$ cat src/rtl/core/page_frame_allocator_top_assert.svh
// Assertion macros shared by the page frame allocator modules.
// Included by the controller and the datapath; no other dependencies.
`ifndef PAGE_FRAME_ALLOCATOR_TOP_ASSERT_SVH
`define PAGE_FRAME_ALLOCATOR_TOP_ASSERT_SVH

// Consequent checked in the same cycle as the antecedent
`define PFA_ASSERT_SAME(label, clk, rst, ante, cons, msg) \
   label: assert property (@(posedge clk) disable iff (rst) (ante) |-> (cons)) \
      else $error(msg);

// Consequent checked in the cycle after the antecedent
`define PFA_ASSERT_NEXT(label, clk, rst, ante, cons, msg) \
   label: assert property (@(posedge clk) disable iff (rst) (ante) |=> (cons)) \
      else $error(msg);

`endif

$ cat src/rtl/core/pfa_pkg.sv
// Shared constants, codes and controller/datapath interface types
// for the page frame allocator. No dependencies.
`timescale 1ns / 1ps
`default_nettype none

package pfa_pkg;

   // Sizing
   localparam int NUM_FRAMES      = 8;
   localparam int NUM_SLOTS       = 5;
   localparam int PAGE_BYTES_LOG2 = 9;

   localparam int FRAME_W   = $clog2(NUM_FRAMES);
   localparam int PAGE_W    = $clog2(NUM_FRAMES);
   localparam int CNT_W     = $clog2(NUM_FRAMES + 1);
   localparam int SLOT_W    = (NUM_SLOTS > 1) ? $clog2(NUM_SLOTS) : 1;
   localparam int SIZE_W    = 16;
   localparam int PG_W      = SIZE_W + 1 - PAGE_BYTES_LOG2;
   localparam int SUM_W     = (PG_W + 1 > CNT_W) ? PG_W + 1 : CNT_W;
   localparam int MAP_AW    = 1 + SLOT_W + PAGE_W;
   localparam int MAP_DEPTH = 2 ** MAP_AW;

   // Fixed field widths
   localparam int PROC_W     = 3;
   localparam int IDX_OUT_W  = 3;
   localparam int REQ_DATA_W = 40;
   localparam int RSP_DATA_W = 16;

   // Request kinds
   typedef enum logic {
      REQ_ARRIVE = 1'b0,
      REQ_TERM   = 1'b1
   } pfa_req_type;

   // Result status codes
   typedef enum logic [1:0] {
      STAT_OK        = 2'd0,
      STAT_NO_FRAMES = 2'd1,
      STAT_BUSY      = 2'd2,
      STAT_EMPTY     = 2'd3
   } pfa_status_type;

   // Result action codes
   typedef enum logic [1:0] {
      ACT_MAP  = 2'd0,
      ACT_FREE = 2'd1,
      ACT_NONE = 2'd2
   } pfa_action_type;

   // Controller states
   typedef enum logic [2:0] {
      ST_IDLE,
      ST_DECODE,
      ST_NOPAGE,
      ST_MAP,
      ST_FREE_RD,
      ST_FREE_OUT
   } pfa_state_type;

   // Controller -> datapath commands
   typedef struct packed {
      logic           load_req;  // capture accepted request
      logic           start;     // commit slot state, load page counters
      logic           emit_none; // emit one no-page result with code
      pfa_status_type code;
      logic           map_step;  // pop a frame, record it, emit
      logic           read_map;  // read the frame of the current page
      logic           free_step; // push read frame, emit
   } pfa_cmd_type;

   // Datapath -> controller status
   typedef struct packed {
      logic arrive;     // latched request is an arrival
      logic slot_ok;    // slot number in range
      logic slot_busy;  // slot in range and active
      logic fits;       // arrival pages fit in the free frames
      logic total_zero; // request touches no page
      logic last_item;  // current page is the final one
      logic out_free;   // output register can take a result
   } pfa_sts_type;

endpackage

`default_nettype wire

$ cat src/rtl/core/pfa_ctrl.sv
// Request sequencer for the page frame allocator.
// Depends on pfa_pkg and page_frame_allocator_top_assert.svh.
`timescale 1ns / 1ps
`default_nettype none
`include "page_frame_allocator_top_assert.svh"

module pfa_ctrl (
   input  wire                  clock,
   input  wire                  reset,
   input  wire                  req_tvalid,
   output logic                 req_tready,
   input  pfa_pkg::pfa_sts_type sts,
   output pfa_pkg::pfa_cmd_type cmd
);

   pfa_pkg::pfa_state_type  state_ff, state_in;
   pfa_pkg::pfa_status_type code_ff, code_in;

   // State and held status code
   always_ff @(posedge clock) begin
      if (reset) begin
         state_ff <= pfa_pkg::ST_IDLE;
         code_ff  <= pfa_pkg::STAT_OK;
      end else begin
         state_ff <= state_in;
         code_ff  <= code_in;
      end
   end

   // Next state and commands
   always_comb begin
      state_in   = state_ff;
      code_in    = code_ff;
      cmd        = '0;
      cmd.code   = code_ff;
      req_tready = 1'b0;
      case (state_ff)
         pfa_pkg::ST_IDLE: begin
            // no transfer while reset is held
            req_tready = !reset;
            if (req_tvalid && !reset) begin
               cmd.load_req = 1'b1;
               state_in     = pfa_pkg::ST_DECODE;
            end
         end
         pfa_pkg::ST_DECODE: begin
            state_in = pfa_pkg::ST_NOPAGE;
            if (sts.arrive) begin
               if (!sts.slot_ok || sts.slot_busy) begin
                  code_in = pfa_pkg::STAT_BUSY;
               end else if (!sts.fits) begin
                  code_in = pfa_pkg::STAT_NO_FRAMES;
               end else begin
                  cmd.start = 1'b1;
                  code_in   = pfa_pkg::STAT_OK;
                  if (!sts.total_zero) state_in = pfa_pkg::ST_MAP;
               end
            end else begin
               if (!sts.slot_busy) begin
                  code_in = pfa_pkg::STAT_EMPTY;
               end else begin
                  cmd.start = 1'b1;
                  code_in   = pfa_pkg::STAT_OK;
                  if (!sts.total_zero) state_in = pfa_pkg::ST_FREE_RD;
               end
            end
         end
         pfa_pkg::ST_NOPAGE: begin
            if (sts.out_free) begin
               cmd.emit_none = 1'b1;
               state_in      = pfa_pkg::ST_IDLE;
            end
         end
         pfa_pkg::ST_MAP: begin
            if (sts.out_free) begin
               cmd.map_step = 1'b1;
               if (sts.last_item) state_in = pfa_pkg::ST_IDLE;
            end
         end
         pfa_pkg::ST_FREE_RD: begin
            cmd.read_map = 1'b1;
            state_in     = pfa_pkg::ST_FREE_OUT;
         end
         pfa_pkg::ST_FREE_OUT: begin
            if (sts.out_free) begin
               cmd.free_step = 1'b1;
               state_in = sts.last_item ? pfa_pkg::ST_IDLE : pfa_pkg::ST_FREE_RD;
            end
         end
         default: begin
            state_in = pfa_pkg::ST_IDLE;
         end
      endcase
   end

   // Checks
   `PFA_ASSERT_NEXT(a_accept_decode, clock, reset, req_tvalid && req_tready, state_ff == pfa_pkg::ST_DECODE, "accepted request not decoded")
   `PFA_ASSERT_NEXT(a_last_to_idle, clock, reset, (cmd.map_step || cmd.free_step) && sts.last_item, state_ff == pfa_pkg::ST_IDLE, "sequencer did not finish after last page")
   `PFA_ASSERT_SAME(a_ready_in_idle, clock, reset, req_tready, state_ff == pfa_pkg::ST_IDLE, "request taken outside idle")

endmodule

`default_nettype wire

$ cat src/rtl/core/pfa_datapath.sv
// Datapath of the page frame allocator: free ring, slot tables, frame map
// memory, page counters and result register. Depends on pfa_pkg and the
// assertion header.
`timescale 1ns / 1ps
`default_nettype none
`include "page_frame_allocator_top_assert.svh"

module pfa_datapath (
   input  wire                              clock,
   input  wire                              reset,
   input  wire  [pfa_pkg::REQ_DATA_W-1:0]   req_tdata,
   input  wire  [0:0]                       req_tuser,
   output logic                             rsp_tvalid,
   input  wire                              rsp_tready,
   output logic [pfa_pkg::RSP_DATA_W-1:0]   rsp_tdata,
   output logic [1:0]                       rsp_tuser,
   output logic                             rsp_tlast,
   input  pfa_pkg::pfa_cmd_type             cmd,
   output pfa_pkg::pfa_sts_type             sts
);

   localparam int UNIT = 1 << pfa_pkg::PAGE_BYTES_LOG2;
   localparam int FW   = pfa_pkg::FRAME_W;
   localparam int CW   = pfa_pkg::CNT_W;

   // Request fields
   logic [pfa_pkg::PROC_W-1:0] in_proc;
   logic [pfa_pkg::SIZE_W-1:0] in_text, in_data;
   logic [pfa_pkg::SIZE_W:0]   text_sum, data_sum;

   // Latched request
   logic                        arrive_ff;
   logic                        slot_ok_ff;
   logic [pfa_pkg::SLOT_W-1:0]  slot_ff;
   logic [pfa_pkg::PG_W-1:0]    tp_ff, dp_ff;

   // Slot tables
   logic          active_ff   [pfa_pkg::NUM_SLOTS];
   logic [CW-1:0] text_cnt_ff [pfa_pkg::NUM_SLOTS];
   logic [CW-1:0] data_cnt_ff [pfa_pkg::NUM_SLOTS];

   // Free ring
   logic [FW-1:0] ring_ff [pfa_pkg::NUM_FRAMES];
   logic [FW-1:0] head_ff, head_in;
   logic [CW-1:0] count_ff;
   logic [CW:0]   tail_sum;
   logic [FW-1:0] tail;
   logic [FW-1:0] head_frame;

   // Page walk
   logic          seg_ff;
   logic [CW-1:0] idx_ff, idx_nx;
   logic [CW-1:0] tcnt_ff, dcnt_ff;
   logic [CW-1:0] tcnt_in, dcnt_in;
   logic          seg_end;

   // Frame map memory
   logic [FW-1:0]              map_mem [pfa_pkg::MAP_DEPTH];
   logic [pfa_pkg::MAP_AW-1:0] map_addr;
   logic [FW-1:0]              rd_ff;

   // Decode terms
   logic                     busy;
   logic [pfa_pkg::SUM_W-1:0] req_sum;

   // Result register
   logic                        out_valid_ff;
   pfa_pkg::pfa_status_type     out_status_ff;
   pfa_pkg::pfa_action_type     out_action_ff;
   logic                        out_seg_ff;
   logic [pfa_pkg::IDX_OUT_W-1:0] out_page_ff, out_frame_ff;
   logic                        out_last_ff;
   logic                        emit;
   logic                        out_free;

   // Unpack and round sizes up to pages
   assign in_proc  = req_tdata[2:0];
   assign in_text  = req_tdata[18:3];
   assign in_data  = req_tdata[34:19];
   assign text_sum = {1'b0, in_text} + (pfa_pkg::SIZE_W+1)'(UNIT - 1);
   assign data_sum = {1'b0, in_data} + (pfa_pkg::SIZE_W+1)'(UNIT - 1);

   always_ff @(posedge clock) begin
      if (cmd.load_req) begin
         arrive_ff  <= (req_tuser[0] == pfa_pkg::REQ_ARRIVE);
         slot_ok_ff <= (int'(in_proc) < pfa_pkg::NUM_SLOTS);
         slot_ff    <= pfa_pkg::SLOT_W'(in_proc);
         tp_ff      <= text_sum[pfa_pkg::SIZE_W:pfa_pkg::PAGE_BYTES_LOG2];
         dp_ff      <= data_sum[pfa_pkg::SIZE_W:pfa_pkg::PAGE_BYTES_LOG2];
      end
   end

   // Decode: slot state, fit check, counts for the walk
   assign busy    = slot_ok_ff && active_ff[slot_ff];
   assign req_sum = pfa_pkg::SUM_W'(tp_ff) + pfa_pkg::SUM_W'(dp_ff);
   assign tcnt_in = arrive_ff ? CW'(tp_ff) : text_cnt_ff[slot_ff];
   assign dcnt_in = arrive_ff ? CW'(dp_ff) : data_cnt_ff[slot_ff];

   // Slot tables
   always_ff @(posedge clock) begin
      if (reset) begin
         for (int i = 0; i < pfa_pkg::NUM_SLOTS; i++) begin
            active_ff[i]   <= 1'b0;
            text_cnt_ff[i] <= '0;
            data_cnt_ff[i] <= '0;
         end
      end else if (cmd.start) begin
         active_ff[slot_ff]   <= arrive_ff;
         text_cnt_ff[slot_ff] <= arrive_ff ? tcnt_in : '0;
         data_cnt_ff[slot_ff] <= arrive_ff ? dcnt_in : '0;
      end
   end

   // Page walk: text pages, then data pages
   assign idx_nx  = idx_ff + CW'(1);
   assign seg_end = seg_ff ? (idx_nx == dcnt_ff) : (idx_nx == tcnt_ff);

   always_ff @(posedge clock) begin
      if (cmd.start) begin
         tcnt_ff <= tcnt_in;
         dcnt_ff <= dcnt_in;
         seg_ff  <= (tcnt_in == '0);
         idx_ff  <= '0;
      end else if (cmd.map_step || cmd.free_step) begin
         if (!seg_ff && seg_end) begin
            seg_ff <= 1'b1;
            idx_ff <= '0;
         end else begin
            idx_ff <= idx_nx;
         end
      end
   end

   // Free ring: pop at head, push at head + count
   assign head_frame = ring_ff[head_ff];
   assign head_in    = (head_ff == FW'(pfa_pkg::NUM_FRAMES - 1)) ? '0 : head_ff + FW'(1);
   assign tail_sum   = (CW+1)'(head_ff) + (CW+1)'(count_ff);
   assign tail       = (tail_sum >= (CW+1)'(pfa_pkg::NUM_FRAMES))
                       ? FW'(tail_sum - (CW+1)'(pfa_pkg::NUM_FRAMES)) : FW'(tail_sum);

   always_ff @(posedge clock) begin
      if (reset) begin
         for (int i = 0; i < pfa_pkg::NUM_FRAMES; i++) begin
            ring_ff[i] <= FW'(i);
         end
         head_ff  <= '0;
         count_ff <= CW'(pfa_pkg::NUM_FRAMES);
      end else if (cmd.map_step) begin
         head_ff  <= head_in;
         count_ff <= count_ff - CW'(1);
      end else if (cmd.free_step && (count_ff < CW'(pfa_pkg::NUM_FRAMES))) begin
         ring_ff[tail] <= rd_ff;
         count_ff      <= count_ff + CW'(1);
      end
   end

   // Frame map memory: written on map, read into a register in the state before each free
   assign map_addr = {seg_ff, slot_ff, idx_ff[pfa_pkg::PAGE_W-1:0]};

   always_ff @(posedge clock) begin
      if (cmd.map_step) begin
         map_mem[map_addr] <= head_frame;
      end
      if (cmd.read_map) begin
         rd_ff <= map_mem[map_addr];
      end
   end

   // Result register
   assign emit     = cmd.emit_none || cmd.map_step || cmd.free_step;
   assign out_free = !out_valid_ff || rsp_tready;

   always_ff @(posedge clock) begin
      if (reset) begin
         out_valid_ff <= 1'b0;
      end else if (emit) begin
         out_valid_ff <= 1'b1;
      end else if (rsp_tready) begin
         out_valid_ff <= 1'b0;
      end
   end

   always_ff @(posedge clock) begin
      if (emit) begin
         if (cmd.emit_none) begin
            out_status_ff <= cmd.code;
            out_action_ff <= pfa_pkg::ACT_NONE;
            out_seg_ff    <= 1'b0;
            out_page_ff   <= '0;
            out_frame_ff  <= '0;
            out_last_ff   <= 1'b1;
         end else begin
            out_status_ff <= pfa_pkg::STAT_OK;
            out_action_ff <= cmd.map_step ? pfa_pkg::ACT_MAP : pfa_pkg::ACT_FREE;
            out_seg_ff    <= seg_ff;
            out_page_ff   <= pfa_pkg::IDX_OUT_W'(idx_ff);
            out_frame_ff  <= pfa_pkg::IDX_OUT_W'(cmd.map_step ? head_frame : rd_ff);
            out_last_ff   <= sts.last_item;
         end
      end
   end

   assign rsp_tvalid = out_valid_ff;
   assign rsp_tdata  = {7'b0, out_frame_ff, out_page_ff, out_seg_ff, out_status_ff};
   assign rsp_tuser  = out_action_ff;
   assign rsp_tlast  = out_last_ff;

   // Status to the sequencer
   always_comb begin
      sts            = '0;
      sts.arrive     = arrive_ff;
      sts.slot_ok    = slot_ok_ff;
      sts.slot_busy  = busy;
      sts.fits       = (req_sum <= pfa_pkg::SUM_W'(count_ff));
      sts.total_zero = (tcnt_in == '0) && (dcnt_in == '0);
      sts.last_item  = seg_ff ? seg_end : (seg_end && (dcnt_ff == '0));
      sts.out_free   = out_free;
   end

   // Checks
   `PFA_ASSERT_SAME(a_count_max, clock, reset, 1'b1, count_ff <= CW'(pfa_pkg::NUM_FRAMES), "free count above frame total")
   `PFA_ASSERT_SAME(a_pop_nonempty, clock, reset, cmd.map_step, count_ff != '0, "frame popped from empty ring")
   `PFA_ASSERT_SAME(a_emit_room, clock, reset, emit, out_free, "result emitted over a pending result")

endmodule

`default_nettype wire

$ cat src/rtl/core/page_frame_allocator_top.sv
// Page frame allocator: Usage
// Request channel (req_*): one transfer per arrive/terminate request for a
// process slot; req_tuser carries the kind (0 arrive, 1 terminate).
// Result channel (rsp_*): one transfer per page mapped or frame freed, or a
// single no-page transfer when the request touches no page; rsp_tlast marks
// the final transfer of a request.
// Timing: request accepted in idle, decoded the next cycle; a mapped page is
// emitted directly, a freed frame first needs a registered read of the frame
// map memory. Requests are not overlapped: the next request is taken as soon
// as the last result sits in the output register.
// Reset: all slots empty, free ring holds frames 0..7 in order, no clearing
// pass is needed. A stalled rsp_tready holds the current result and pauses
// the page walk; nothing is dropped.
// Depends on pfa_pkg, pfa_ctrl and pfa_datapath.
`timescale 1ns / 1ps
`default_nettype none

module page_frame_allocator_top (
   input  wire                            clock,
   input  wire                            reset,
   input  wire                            req_tvalid,
   output logic                           req_tready,
   input  wire  [pfa_pkg::REQ_DATA_W-1:0] req_tdata,  // proc_id[2:0], text_size[18:3],
                                                      // data_size[34:19], zero pad
   input  wire  [0:0]                     req_tuser,  // req_type
   output logic                           rsp_tvalid,
   input  wire                            rsp_tready,
   output logic [pfa_pkg::RSP_DATA_W-1:0] rsp_tdata,  // status[1:0], segment[2],
                                                      // page_index[5:3], frame_index[8:6], pad
   output logic [1:0]                     rsp_tuser,  // action
   output logic                           rsp_tlast   // last
);

   pfa_pkg::pfa_cmd_type cmd;
   pfa_pkg::pfa_sts_type sts;

   // Sequencer
   pfa_ctrl u_ctrl (
      .clock      (clock),
      .reset      (reset),
      .req_tvalid (req_tvalid),
      .req_tready (req_tready),
      .sts        (sts),
      .cmd        (cmd)
   );

   // Tables, ring, map memory and result register
   pfa_datapath u_datapath (
      .clock      (clock),
      .reset      (reset),
      .req_tdata  (req_tdata),
      .req_tuser  (req_tuser),
      .rsp_tvalid (rsp_tvalid),
      .rsp_tready (rsp_tready),
      .rsp_tdata  (rsp_tdata),
      .rsp_tuser  (rsp_tuser),
      .rsp_tlast  (rsp_tlast),
      .cmd        (cmd),
      .sts        (sts)
   );

endmodule

`default_nettype wire

$ cat config.mk
export PLATFORM = sky130hd
export DESIGN_NAME = page_frame_allocator_top
export DESIGN_NICKNAME = d
export VERILOG_FILES = /design/src/rtl/core/pfa_pkg.sv /design/src/rtl/core/pfa_ctrl.sv /design/src/rtl/core/pfa_datapath.sv /design/src/rtl/core/page_frame_allocator_top.sv
export VERILOG_INCLUDE_DIRS = /design/src /design/src/rtl/core
export SDC_FILE = /design/constraint.sdc
export NUM_CORES = 1
export LEC_CHECK = 0
export BUFFER_PORTS_ARGS = -buffer_cell sky130_fd_sc_hd__buf_2
export CAP_MARGIN = 20
export CORE_UTILIZATION = 55
export CTS_CLUSTER_SIZE = 16
export DETAILED_ROUTE_END_ITERATION = 7
export GPL_ROUTABILITY_DRIVEN = 0
export MAX_ROUTING_LAYER = met4
export PLACE_DENSITY = 0.71
export REMOVE_ABC_BUFFERS = 1
export SLEW_MARGIN = 20
export SYNTH_ARGS = -nofsm -noshare
export SYNTH_HDL_FRONTEND = slang
export SYNTH_SLANG_ARGS = --single-unit
$ cat constraint.sdc
create_clock -name clock -period 5.2 [get_ports clock]
set_clock_uncertainty 0.2 [all_clocks]
set_input_delay 1.04 -clock clock [delete_from_list [all_inputs] [get_ports clock]]
set_output_delay 1.04 -clock clock [all_outputs]
set_load 0.01 [all_outputs]
==> results.yml, run 1 <==
critical_path:
  critPathMaxFanout: 18
  crit_path_end_kind: "register"
  arrival_ns: 4.37
  start_kind: "register"
  worstSetupPathType: "reg2reg"
  required_ns: 5.30
route:
  drt-initial-drc-count: 1734
  ant_nets: 0
  totalWireLength_microns: 57600
  wl_per_cell_microns: 25.2
  avgViaCountPerCell: 6.43
  drtPass1Iterations: 6
  drc: 0
  vias: 14700
timing:
  slew_headroom_pct: 24.9
  rsz0062_at_grt: "no"
  min_period_ns: 4.28
  fmax_mhz: 234
  finalCritPeriodShare_pct: 82.3
  setup-violations-final: 0
  slew_viol_final: 0
  fin_tns_setup_ns: 0
  worst_pin_slew_ns: 1.12
  final-hold-violation-count: 0
  fin_ws_ns: 0.922
global_routing:
  grtUsageMet2_pct: 40.7
  grt_pass1_vias: 14400
  grt_use_met3_pct: 5.53
  grtUsageMet1_pct: 37.6
  antenna_found_initial: 1
  grt_start_max_net_pins: 74
  grt_first_pass_wirelength_microns: 86700
  grtUsageTotal_pct: 27.3
  busiest_layer: "met2"
  gr-total-overflow: 0
floorplan:
  start_util_pct: 55.9
  core_area_sq_mm: 0.0420
  die_h_microns: 209
  ioPinCount: 66
  row_count: 75
  fp.dieArea_sq_mm: 0.0435
  fp.dieW_microns: 209
synthesis:
  synth_top_area_share_pct: 67.1
  dominantRegCellSynth: "edfxtp_1"
  synth_top_cell_by_area: "edfxtp_1"
  ys_seq_area_share_pct: 69.1
  yosys_warnings: 0
  synth-async-reset-ratio_pct: 0
  synth_edf_count: 525
  synth-seq-cells: 548
  syn_avg_cell_area_sq_um: 14.3
  syn_inst: 1639
  netlist_area_sq_mm: 0.0235
  synth_area_leaders: "edfxtp_1 (67%), mux4_2 (3.7%), nor2_1 (3.2%)"
  ys_types: 76
min_path:
  hp-class: "reg2reg"
finish:
  final_common_cell: "edfxtp_1"
  layout-drive-gt1-share_pct: 17.1
  final_core_util_pct: 62.1
  fin_nets: 1768
  final_cells: 2288
  area_growth_pct: 11.1
  mostFrequentLayoutCells: "edfxtp_1 (525), nor2_1 (199), nand2_1 (114)"
  fill_cells: 3011
pwr:
  ir_worst_vdd_mv: 0.307
  netSwitchingFraction_pct: 24.2
  internal-power_mw: 7.39
  p_leak_nw: 8.42
  pwr-share-comb_pct: 10.1
  p_sw_mw: 2.36
  p_seq_share_pct: 50.7
  pwr-share-clk_pct: 39.2
  power.density_mw_per_mm2: 374
clock_tree:
  cts.reportedPaths.clkPinSlew_ns: 0.06
  cts.sinks: 548
  clock-root-buffer: "clkbuf_16"
  cts_setup_buffers: 0
  clk_latency_ns: 0.62
  h-tree-depth: 2
  hold_buffers: 0
  cts_made_buffers: 55
  cts_repair_resize_count: 0
  cts_tree: "yes"
  clockBufferDepth: 3
run_status:
  status: "finished clean"
run:
  cap_violations: 0
place:
  port_buffers: 53
  dp_slack_ns: 0.942
  dpl.cell_count: 2184
  place_hpwl_microns: 35800
area by class of cell:
| cell class | count | area (sq um) | share of cell area, % |
|---|---|---|---|
| Clock inverter | 33 | 268 | 1.03 |
| Multi-Input combinational cell | 958 | 6670 | 25.5 |
| Tap cell | 539 | 674 | 2.58 |
| Timing Repair Buffer | 107 | 683 | 2.62 |
| Inverter | 32 | 120 | 0.460 |
| Clock buffer | 70 | 1450 | 5.57 |
| Antenna cell | 1 | 2.50 | 0.00958 |
| Sequential cell | 548 | 16200 | 62.2 |
per-layer routing:
metal / share of wire [%] / routed length, microns
met4: 3.0 / 1710
met1: 40 / 23100
met5: 0 / 0
met3: 11 / 6240
met2: 46 / 26500
path summary, 6_finish.rpt:
| path | from | to | slack (ns) | depth (start not counted) |
|---|---|---|---|---|
| min | u_datapath.slot_ff[0] | register | 0.32 | 1 |
| min reg2reg | u_datapath.slot_ff[0] | register | 0.32 | 1 |
| max | u_datapath.dp_ff[1] | u_datapath.text_cnt_ff[0][2] | 0.92 | 12 |
| max reg2reg | u_datapath.dp_ff[1] | u_datapath.text_cnt_ff[0][2] | 0.92 | 12 |
power by group through the flow:
| stage | registers, mW | clock network, mW | logic [mW] |
|---|---|---|---|
| floorplan | 5.05 | 0 | 0.540 |
| global placement | 5.03 | 0 | 0.952 |
| detailed placement | 5.04 | 0 | 0.962 |
| CTS | 4.94 | 3.85 | 0.968 |
| global route | 4.95 | 4.01 | 1.04 |
| finish | 4.94 | 3.82 | 0.987 |
through the flow:
stage,total power [mW],hold WS [ns],instance area (sq um)
5_1_grt,10.0,0.335,26100
3_3_place_gp,5.98,0.293,24400
3_5_place_dp,6.00,0.297,24400
4_1_cts,9.76,0.322,26100
6_report,9.75,0.318,26100
2_1_floorplan,5.59,0.272,23000
cells by family (layout without fill, tap and decap cells):
kind of cell / after synthesis / in the layout / share of synthesized area (%)
other: 1 / 8 / 0.0160
AOI/OAI and AO/OA: 268 / 268 / 8.02
and+or+nand+nor: 500 / 500 / 9.80
DFF: 548 / 548 / 69.1
xor gates and xnor gates: 26 / 26 / 0.969
muxes: 136 / 136 / 8.21
buffers and inverters: 139 / 242 / 2.71
adders and majority gates: 21 / 21 / 1.21
worst max-delay path: stages, from the launching register on:
cell	delay [ns]
edfxtp_1	0.41
ha_1	0.33
a21o_1	0.21
a21oi_1	0.24
xnor2_1	0.10
ha_1	0.31
and4_1	0.19
a21oi_1	0.04
nor4_1	0.32
nand3_2	0.31
a211o_1	0.67
o21ai_0	0.38
buf_4	0.26
registers in the layout (all words and copies together) (netlist names), 2 cells and up, named ones only:
name                      flops
u_datapath.head_ff            3
u_datapath.text_cnt_ff       32
u_datapath.rd_ff              3
u_datapath.dp_ff              8
u_datapath.dcnt_ff            4
u_datapath.active_ff          8
u_datapath.tp_ff              8
u_datapath.data_cnt_ff       32
u_datapath.map_mem          384
u_datapath.tcnt_ff            4
u_datapath.idx_ff             4
u_datapath.ring_ff           24
u_datapath.out_status_ff      2
u_datapath.slot_ff            3
u_datapath.rsp_tuser          2
u_datapath.count_ff           4
u_datapath.out_page_ff        3
u_ctrl.state_ff               3
u_datapath.out_frame_ff       3
u_ctrl.code_ff                2
synthesized netlist by cell type, types with 7 or more instances:
cell type  number
nor4_1         13
o21ai_0        43
inv_1          31
mux2_2         61
o31ai_1        10
or3_1          11
dfxtp_1        23
a211oi_1        9
ha_1           18
buf_2          22
mux4_2         39
o22ai_1        10
mux2i_1        35
clkbuf_1       56
a22o_1         14
a221oi_1       37
a22oi_1        27
edfxtp_1      525
nand4_1         8
buf_6           7
nand2b_1       11
nor3_1         52
and2_1         14
nor2_1        200
a21oi_1        54
nand2_1       114
o211ai_1        8
buf_1          13
nand3_1        18
buf_4           9
xnor2_1        19
xor2_1          7
nor2b_1        27
(Power assumes the default switching activity.)
==> run 2, diff against run 1 <==
--- a/config.mk
+++ b/config.mk
@@ -6,6 +6,7 @@
 export SDC_FILE = /design/constraint.sdc
 export NUM_CORES = 1
 export LEC_CHECK = 0
+export ABC_AREA = 1
 export BUFFER_PORTS_ARGS = -buffer_cell sky130_fd_sc_hd__buf_2
 export CAP_MARGIN = 20
 export CORE_UTILIZATION = 55
@@ -13,7 +14,7 @@
 export DETAILED_ROUTE_END_ITERATION = 7
 export GPL_ROUTABILITY_DRIVEN = 0
 export MAX_ROUTING_LAYER = met4
-export PLACE_DENSITY = 0.71
+export PLACE_DENSITY = 0.73
 export REMOVE_ABC_BUFFERS = 1
 export SLEW_MARGIN = 20
 export SYNTH_ARGS = -nofsm -noshare
==> constraint.sdc (replaced) <==
create_clock -name clock -period 3.9 [get_ports clock]
set_clock_uncertainty 0.2 [all_clocks]
set_input_delay 0.78 -clock clock [delete_from_list [all_inputs] [get_ports clock]]
set_output_delay 0.78 -clock clock [all_outputs]
set_load 0.01 [all_outputs]
==> run 2 against run 1 <==
Sequential share of layout area barely moved; combinational power rose to 3.6 times the previous value; via count rose by 4.9%; global-route usage fell by 1.4 points; die area fell by 0.81%; fmax rose by 18%; clock power rose by 38%; sequential cell count did not move; first-iteration DRC count rose by 5.2%; final area fell by 0.13%; count of clock-buffer cells in the layout did not move; critical path depth rose by 7; highest routed layer unchanged.
==> results.yml, run 2 <==
clock_tree:
  cts.reportedPaths.clkPinSlew_ns: 0.06
  h-tree-depth: 2
  cts_made_buffers: 54
  clk_latency_ns: 0.60
  cts_tree: "yes"
  clockBufferDepth: 3
  cts.sinks: 548
  clock-root-buffer: "clkbuf_16"
timing:
  worst_pin_slew_ns: 1.08
  slew_headroom_pct: 27.9
  fin_tns_setup_ns: 0
  final-hold-violation-count: 0
  slew_viol_final: 0
  setup-violations-final: 0
  fmax_mhz: 275
  min_period_ns: 3.63
  finalCritPeriodShare_pct: 93.1
  rsz0062_at_grt: "no"
critical_path:
  arrival_ns: 3.72
  worstSetupPathType: "reg2reg"
  crit_path_end_kind: "register"
  required_ns: 3.98
  start_kind: "register"
  critPathMaxFanout: 10
synthesis:
  synth_fa_ha_area_share_pct: 1.22
  yosys_warnings: 0
  synth.mux.area_fraction_pct: 0
  synth_edf_count: 525
  syn_avg_cell_area_sq_um: 11.5
  ys_types: 53
  synthSimpleGateAreaFrac_pct: 17.6
  synth.most_common_cell: "edfxtp_1"
  synth_xor_area_share_pct: 0.714
  synth_top_family_by_area: "simple AND/OR/NAND/NOR gates"
  netlist_top_cells_count: "edfxtp_1 (525), nand2_1 (506), nor2_1 (306)"
  dominantRegCellSynth: "edfxtp_1"
  synth-compound-area-share_pct: 5.96
  synth_area_leaders: "edfxtp_1 (68%), nand2_1 (8.2%), nor2_1 (4.9%)"
  netlist_area_sq_mm: 0.0233
  synth-async-reset-ratio_pct: 0
  syn_inst: 2025
  synth-seq-cells: 548
  synth_top_cell_by_area: "edfxtp_1"
  ys_seq_area_share_pct: 69.6
  synth_top_area_share_pct: 67.7
finish:
  top_regs: "u_datapath.map_mem (384), u_datapath.data_cnt_ff (32), u_datapath.text_cnt_ff (32)"
  final_core_util_pct: 62.3
  num_antenna_cells: 0
  final_common_cell: "edfxtp_1"
  largest_reg_flops: 384
  layout-drive-gt1-share_pct: 11.0
  regMostFlops: "u_datapath.map_mem"
  area_growth_pct: 11.9
  mostFrequentLayoutCells: "edfxtp_1 (525), nand2_1 (500), nor2_1 (305)"
  fin_nets: 2175
  fill_cells: 3151
floorplan:
  row_count: 75
  ioPinCount: 66
  die_h_microns: 208
  start_util_pct: 55.7
  fp.dieArea_sq_mm: 0.0432
  fp.dieW_microns: 208
  core_area_sq_mm: 0.0419
global_routing:
  grtUsageTotal_pct: 26.0
  grt_start_max_net_pins: 56
  grt_pass1_vias: 15100
  antenna_found_initial: 0
  grt_first_pass_wirelength_microns: 83500
  gr-total-overflow: 0
place:
  place_hpwl_microns: 34600
  port_buffers: 53
pwr:
  p_leak_nw: 9.51
  netSwitchingFraction_pct: 30.6
  power.density_mw_per_mm2: 612
  internal-power_mw: 11.1
  ir_worst_vdd_mv: 0.356
  pwr-share-clk_pct: 33.0
  pwr-share-comb_pct: 22.5
  p_seq_share_pct: 44.5
  p_sw_mw: 4.89
route:
  ant_nets: 0
  wl_met2_microns: 26100
  wirelength_met1_microns: 22000
  wl_per_cell_microns: 20.0
  drtPass1Iterations: 6
  vias: 15400
  met3_length_microns: 4530
  drc: 0
  totalWireLength_microns: 53900
  avgViaCountPerCell: 5.73
  drt-initial-drc-count: 1825
  top_layer: "met4"
min_path:
  hp-class: "in2reg"
run:
  cap_violations: 0
run_status:
  status: "finished clean"
==> run 2: cell types whose count changed in the layout (fill, tap and decap cells not counted), sizes merged, moves of 30 or more <==
cell / before / now
nand3: 19 / 75
a221oi: 37 / 3
mux4: 39 / 0
mux2: 61 / 0
nor2: 202 / 320
nor3: 54 / 12
mux2i: 36 / 0
nand2: 114 / 508
inv: 33 / 166
a22oi: 27 / 57
nand4: 8 / 42
==> run 2: path summary, 6_finish.rpt <==
check / from / slack (ns) / end / cells past startpoint
max: u_datapath.dp_ff[0] / 0.27 / u_datapath.active_ff[1] / 19
min: req_tuser / 0.21 / u_datapath.arrive_ff / 2
max reg2reg: u_datapath.dp_ff[0] / 0.27 / u_datapath.active_ff[1] / 19
min reg2reg: u_datapath.idx_ff[3] / 0.30 / u_datapath.idx_ff[3] / 2
==> run 2: through the flow <==
stage	instance area [sq um]	hold WS, ns	cells	setup slack [ns]	power [mW]
after global routing	26100	0.188	2691	0.0346	16.6
after floorplan	22800	0.257	1949	0.269	9.38
final	26100	0.214	2691	0.269	16.0
after CTS	26000	0.185	2687	0.197	16.0
after global placement	24200	0.269	2588	0.275	10.7
after detailed placement	24200	0.274	2588	0.217	10.8
==> run 2: cell type report <==
cell class / instances / area [sq um] / area share (%)
Timing Repair Buffer: 104 / 748 / 2.87
Multi-Input combinational cell: 1235 / 6000 / 23.0
Sequential cell: 548 / 16200 / 62.2
Clock buffer: 70 / 1530 / 5.85
Clock inverter: 29 / 273 / 1.05
Tap cell: 539 / 674 / 2.59
Inverter: 166 / 623 / 2.39
==> run 2: timing repair <==
item,4_1_cts,5_1_grt
hold buffers,0,0
resized for setup,0,3
endpoints found under the setup margin,0,36
setup buffers,0,4
==> run 2: power by group through the flow <==
stage	sequential, mW	combinational (mW)	clock (mW)
final	7.10	3.60	5.26
after detailed placement	7.22	3.56	0
after global routing	7.12	3.94	5.52
after floorplan	7.29	2.09	0
after global placement	7.21	3.49	0
after CTS	7.10	3.57	5.30
==> run 2: metal layers <==
layer  vias to the layer above  track usage [%]
met3                        95             4.58
met4                         0             7.64
met5                         -                -
met2                       656             41.5
li1                       7165                -
met1                      7512             34.2
==> run 2: worst max-delay path, stage by stage (launching register included) <==
cell and delay, ns:
edfxtp_1 0.38, ha_1 0.19, inv_1 0.06, fa_1 0.40
xnor2_1 0.15, ha_1 0.31, a21oi_1 0.17, o21ai_0 0.10
nand2_1 0.06, nand2_1 0.04, nand2_1 0.05, nand2_1 0.05
nor2_1 0.08, nand2_1 0.14, nor2_4 0.15, nor2_4 0.07
nor2_8 0.21, buf_4 0.16, nand3_4 0.11, nand2_2 0.24
==> run 2: cell families after synthesis <==
family / count (synthesis)
buffers and inverters: 248
xor gates and xnor gates: 19
AOI/OAI and AO/OA: 213
other: 1
DFF: 548
and+or+nand+nor: 975
adders and majority gates: 21
